[config.mk]
export PLATFORM = sky130hd
export DESIGN_NAME = rls_front
export DESIGN_NICKNAME = d
export VERILOG_FILES = /design/src/rtl/rls_pkg.sv /design/src/rtl/rls_front.sv
export SDC_FILE = /design/constraint.sdc
export NUM_CORES = 1
export LEC_CHECK = 0
export ABC_AREA = 1
export BUFFER_PORTS_ARGS = -buffer_cell sky130_fd_sc_hd__buf_2
export CORE_MARGIN = 3
export CORE_UTILIZATION = 23
export CTS_BUF_LIST = sky130_fd_sc_hd__clkbuf_4 sky130_fd_sc_hd__clkbuf_8
export CTS_CLUSTER_DIAMETER = 150
export DETAILED_ROUTE_END_ITERATION = 8
export REMOVE_ABC_BUFFERS = 1
export SETUP_SLACK_MARGIN = 0.3
export SLEW_MARGIN = 40
export SYNTH_ARGS = -nofsm -noshare
export SYNTH_HDL_FRONTEND = slang
export SYNTH_SLANG_ARGS = --single-unit
[constraint.sdc]
create_clock -name clk -period 9.85 [get_ports clk]
set_input_delay 0.985 -clock clk [delete_from_list [all_inputs] [get_ports clk]]
set_output_delay 0.985 -clock clk [all_outputs]
set_load 0.05 [all_outputs]
[src/rtl/rls_pkg.sv]
// shared types and constants for the replicated log store
package rls_pkg;

	localparam int DEF_LOG_DEPTH    = 1024;
	localparam int DEF_PAYLOAD_BITS = 32;
	localparam int QUEUE_DEPTH      = 2;

	typedef enum logic [1:0] {
		OP_APPEND = 2'd0,
		OP_HEADER = 2'd1,
		OP_ENTRY  = 2'd2,
		OP_READ   = 2'd3
	} op_t;

	typedef enum logic [2:0] {
		ST_OK          = 3'd0,
		ST_NONCONTIG   = 3'd1,
		ST_PREV_OOB    = 3'd2,
		ST_PREV_TERM   = 3'd3,
		ST_ZERO_INDEX  = 3'd4,
		ST_FULL        = 3'd5,
		ST_SKIPPED     = 3'd6,
		ST_READ_MISS   = 3'd7
	} status_t;

	// one classified beat waiting for the back end
	typedef struct packed {
		op_t         op;
		logic [15:0] idx;
		logic        idx_zero;
		logic [31:0] term;
		logic [31:0] payload;
		logic        last;
	} item_t;

endpackage

[src/rtl/rls_front.sv]
// front end: accepts request beats, classifies them and queues them
module rls_front (
	input  logic          clk,
	input  logic          arst_n,
	input  logic          req_valid,
	output logic          req_stall,
	input  logic [1:0]    cmd,
	input  logic [15:0]   index,
	input  logic [31:0]   term,
	input  logic [31:0]   payload,
	input  logic          last_in_batch,
	output logic          q_valid,
	output rls_pkg::item_t q_item,
	input  logic          q_pop
);

	localparam int PTR_W = $clog2(rls_pkg::QUEUE_DEPTH);
	localparam int CNT_W = $clog2(rls_pkg::QUEUE_DEPTH + 1);

	rls_pkg::item_t slot_q [rls_pkg::QUEUE_DEPTH];
	logic [PTR_W-1:0] wr_ptr_q;
	logic [PTR_W-1:0] rd_ptr_q;
	logic [CNT_W-1:0] fill_q;
	rls_pkg::item_t   new_item;
	logic             push;
	logic             pop;

	always_comb begin
		new_item.op       = rls_pkg::op_t'(cmd);
		new_item.idx      = index;
		new_item.idx_zero = (index == 16'd0);
		new_item.term     = term;
		new_item.payload  = payload;
		new_item.last     = last_in_batch;
	end

	assign req_stall = (fill_q == CNT_W'(rls_pkg::QUEUE_DEPTH));
	assign push      = req_valid && !req_stall;
	assign q_valid   = (fill_q != '0);
	assign pop       = q_pop && q_valid;
	assign q_item    = slot_q[rd_ptr_q];

	always_ff @(posedge clk) begin
		if (push) begin
			slot_q[wr_ptr_q] <= new_item;
		end
	end

	always_ff @(posedge clk or negedge arst_n) begin
		if (!arst_n) begin
			wr_ptr_q <= '0;
			rd_ptr_q <= '0;
			fill_q   <= '0;
		end else begin
			if (push) begin
				wr_ptr_q <= (wr_ptr_q == PTR_W'(rls_pkg::QUEUE_DEPTH - 1)) ? '0
					: wr_ptr_q + PTR_W'(1);
			end
			if (pop) begin
				rd_ptr_q <= (rd_ptr_q == PTR_W'(rls_pkg::QUEUE_DEPTH - 1)) ? '0
					: rd_ptr_q + PTR_W'(1);
			end
			if (push && !pop) begin
				fill_q <= fill_q + CNT_W'(1);
			end else if (pop && !push) begin
				fill_q <= fill_q - CNT_W'(1);
			end
		end
	end

endmodule

# Yosys cells after proc, flatten, opt, wreduce, memory -nomap -nowiden
# Memories as Yosys holds them, arrays and structs flattened.
# Index checks and enable logic that the tools add are counted.
# W data, S select, Z words.
# totals
word_cells	25
reg_bits	4
output_inout_bits	86
in_bits	87
romBits	0
latch_bits	0
mem_count	1
ramBits	168
# classes
mul	0
mux	6
n_shift	0
reduce_logical	10
n_eq_ne	1
n_addsub	4
n_div	0
bitwise_logic	0
order_cmp	0
# mem_list
name	depth	word_bits	read_ports	rd_clocked_by_memory_dff	write_ports	line	source
slot_q	2	84	1	0	1	rls_front.sv:20	rls_pkg::item_t slot_q [rls_pkg::QUEUE_DEPTH];
# op_table
cell	count
$logic_not A16 Y1	1
$logic_and A1 B1 Y1	4
$mux W1	4
$mux W2	2
$reduce_bool A2 Y1	2
$logic_not A1 Y1	3
$add A1 B1 Y1 const B	2
$add A2 B1 Y2 const B	1
$eq A2 B2 Y1 const B	1
$sub A2 B1 Y2 const B	1

# Depth between registers and ports, before layout
# depth
ltp_word	7
depth_mapped	9
ltp_nobuf	9

# Least setup slack after synthesis
# No wires, ideal clock.
# synth_path
path_type	input to register
from	input req_valid
to	memory slot_q[1][0] (netlist bit) (enable)
required_ns	9.322
path_buffers	0
arrival_time_ns	4.620
cell_stages	2
setup_slack_ns	4.701
setup_time_ns	0.528
cell_sequence	o21ai_0 nor2_1
# synth_via
elab_chain_len	3
# synth_lines
element	line	source
start: declaration	rls_front.sv:5	input logic req_valid,
$logic_and A1 B1 Y1	rls_front.sv:38	assign push = req_valid && !req_stall;
$mux W1	rls_front.sv:44	if (push) begin
$mux W1 (implied by the code)	rls_front.sv:45	slot_q[wr_ptr_q] <= new_item;
end: declaration	rls_front.sv:20	
# Every way passes these cells.

==> flow_metrics.tcl <==
set metrics [dict create \
    total_power_uw 2830 \
    p_leak_uw 0.00342 \
    grt_max_degree 55 \
    drv_slew 0 \
    cts_setup_buffers 0 \
    fmax_mhz 265 \
    grtUsageTotal 0.0969 \
    synth_commonest_cells "nand2_1 (266), edfxtp_1 (168), inv_1 (17)" \
    status "finished, final reports clean" \
    synth_area_leaders "edfxtp_1 (79%), nand2_1 (16%), dfrtp_1 (1.6%), buf_2 (1.2%), inv_1 (1.0%)" \
    yosysMostFrequentCell "nand2_1" \
    drt_iter0_markers 150 \
    insertion_delay_ns 0.44 \
    yosysTopAreaCell "edfxtp_1" \
    clock-root-buffer "clkbuf_8" \
    dp_hpwl_um 9470 \
    cts_htree_levels 4 \
    p_comb_frac 0.459 \
    routed_wirelength_um 14400 \
    routedWlPerCell_um 13.6 \
    clk_pin_slew_ns 0.09 \
    setup_slack_ns 6.08 \
    relSlewSlack 0.544 \
    placementRows 60 \
    synthArstFlopShare 0.0233 \
    netlist.area_leader.share 0.787 \
    met3_usage 0.0340 \
    cap_violations 0 \
    dp_slack_ns 6.44 \
    grt_antenna_before_repair 1 \
    yosysUniqueCellTypes 16 \
    crit_path_end_kind "output port" \
    rsz0062_at_grt "no" \
    initial_core_util 0.236 \
    vias_per_cell 3.82 \
    design.core.area_um2 27200 \
    start_kind "register" \
    p_int_uw 1440 \
    use_met2 0.172 \
    ys.flop_type "edfxtp_1" \
    fin_cells 1058 \
    synth_area_um2 6410 \
    ir_drop_mv 0.165 \
    nNetsFinal 761 \
    critPathArrivalTime_ns 2.79 \
    num_antenna_cells 0 \
    area_growth_pct 25.9 \
    antenna_left 0 \
    die-width_um 173 \
    place.gp.congestion 0.708 \
    dr.pass1.iters 4 \
    clock_path_buffers 2 \
    io_pins 173 \
    cts_sinks 172 \
    yosysSeqAreaShare 0.803 \
    tightest_slew_ns 0.677 \
    port_buffers 172 \
    syn_area_per_cell_um2 13.0 \
    vias 4045 \
    swShare 0.490 \
    finClkSkew_ns 0.00529 \
    netSwitchingPower_uw 1390 \
    top_usage_layer "met2" \
    cts-buffers-inserted 17 \
    cp_max_fo 54 \
    timing.final.crit_share 0.383 \
    die_y_um 173 \
    final_hold_viol_count 0 \
    dp.cells 1026 \
    synth_cells 494 \
    fin_crit_ns 3.77 \
    grt_overflow 0 \
    setup_tns_ns 0 \
    yosys_warnings 0 \
    grt_pass1_wl_um 22400 \
    ctsResizeCount 0 \
    holdWs_ns 0.334 \
    grt_pass1_vias 4190 \
    ctsHoldBuffers 0 \
    seq_power_share 0.377 \
    final_layout_size_suffix_gt1_frac 0.312 \
    powerDensity_nw_per_um2 351 \
    p_clk_frac 0.164 \
    synth_enable_flop_cells 168 \
    hold_path.class "in2async" \
    met1_usage 0.110 \
    die_area_um2 29900 \
    setup_viol 0 \
    route.detailed.drc 0 \
    cts_tree "done" \
    ys_ff_latch 172 \
    crit_type "reg2out" \
    cp.required_ns 8.87 \
]
## per-stage QoR
step                area, um^2   util
floorplan                 6310      -
global placement          7700  0.283
detailed placement        7700  0.283
CTS                       8070  0.297
global route              8070  0.297
finish                    8070  0.297
## flip-flops by register name (all words and copies together), names as in the netlist
register / count
rd_ptr_q: 1
fill_q: 2
slot_q: 168
wr_ptr_q: 1
## worst max-delay path, cell delays in order (launching register included)
cell and delay (ns):
dfrtp_4 0.78, clkinv_2 0.56, buf_4 0.51, nand2_1 0.13, nand2_1 0.10, buf_2 0.23
## path summary, 6_finish.rpt
kind | startpoint | endpoint | slack [ns] | cells past startpoint
setup / recovery | rd_ptr_q | q_item[30] | 6.08 | 5
max in group asynchronous | arst_n | rd_ptr_q | 9.38 | 1
setup reg to reg | rd_ptr_q | rd_ptr_q | 8.03 | 2
min in group clk | fill_q[1] | fill_q[1] | 0.51 | 2
hold reg to reg | fill_q[1] | fill_q[1] | 0.51 | 2
hold / removal | arst_n | fill_q[1] | 0.33 | 1
## layout make-up
type	count	area [um^2]
clock inverters	14	123
multi-input cells	285	1110
clock buffers	18	241
fillers	2856	19100
well taps	372	465
flip-flops and latches	172	5150
repair buffers	178	906
inverters	19	72.6
## power by group through the flow
stage          Combinational [uW]  Sequential (uW)  Clock [uW]
2_1_floorplan                 966             1100           0
3_3_place_gp                 1320             1080           0
3_5_place_dp                 1320             1090           0
4_1_cts                      1320             1070         486
5_1_grt                      1390             1090         521
6_report                     1300             1070         465
## cell usage in the layout, fill, tap and decap left out
cell type / Yosys / routed
inv_1: 17 / 17
dfrtp_1: 4 / 3
ha_1: 1 / 1
nand3_1: 1 / 1
clkinv_4: 0 / 3
nand2_1: 266 / 266
edfxtp_1: 168 / 168
clkinv_1: 0 / 1
buf_2: 15 / 172
clkbuf_4: 0 / 1
clkinv_2: 0 / 4
nor2_4: 0 / 2
and2_1: 1 / 1
inv_6: 0 / 2
xnor2_1: 1 / 1
inv_2: 2 / 1
o21ai_0: 1 / 1
bufinv_16: 0 / 1
clkinvlp_4: 0 / 4
dfrtp_4: 0 / 1
buf_4: 2 / 6
nand4_1: 1 / 1
nor2_1: 12 / 10
clkbuf_8: 0 / 17
xor2_1: 1 / 1
## routing by layer
| layer | wire (um) | up-vias | part of all wire |
|---|---|---|---|
| li1 | - | 1991 | - |
| met1 | 6130 | 1924 | 0.43 |
| met2 | 7180 | 114 | 0.50 |
| met3 | 867 | 14 | 0.060 |
| met4 | 170 | 2 | 0.012 |
| met5 | 13 | - | 0.00090 |
## cells by family (layout without fill, tap and decap cells)
logic type               Yosys count  in the layout  share of synthesized area
XOR/XNOR                           2              2                    0.00273
flip-flops                       172            172                      0.803
buffers and inverters             37            229                     0.0258
AND/OR/NAND/NOR                  281            281                      0.166
AO/OA/AOI/OAI                      1              1                   0.000781
adder cells (fa/ha/maj)            1              1                    0.00195
No activity file was read; power rests on OpenSTA's default activity.
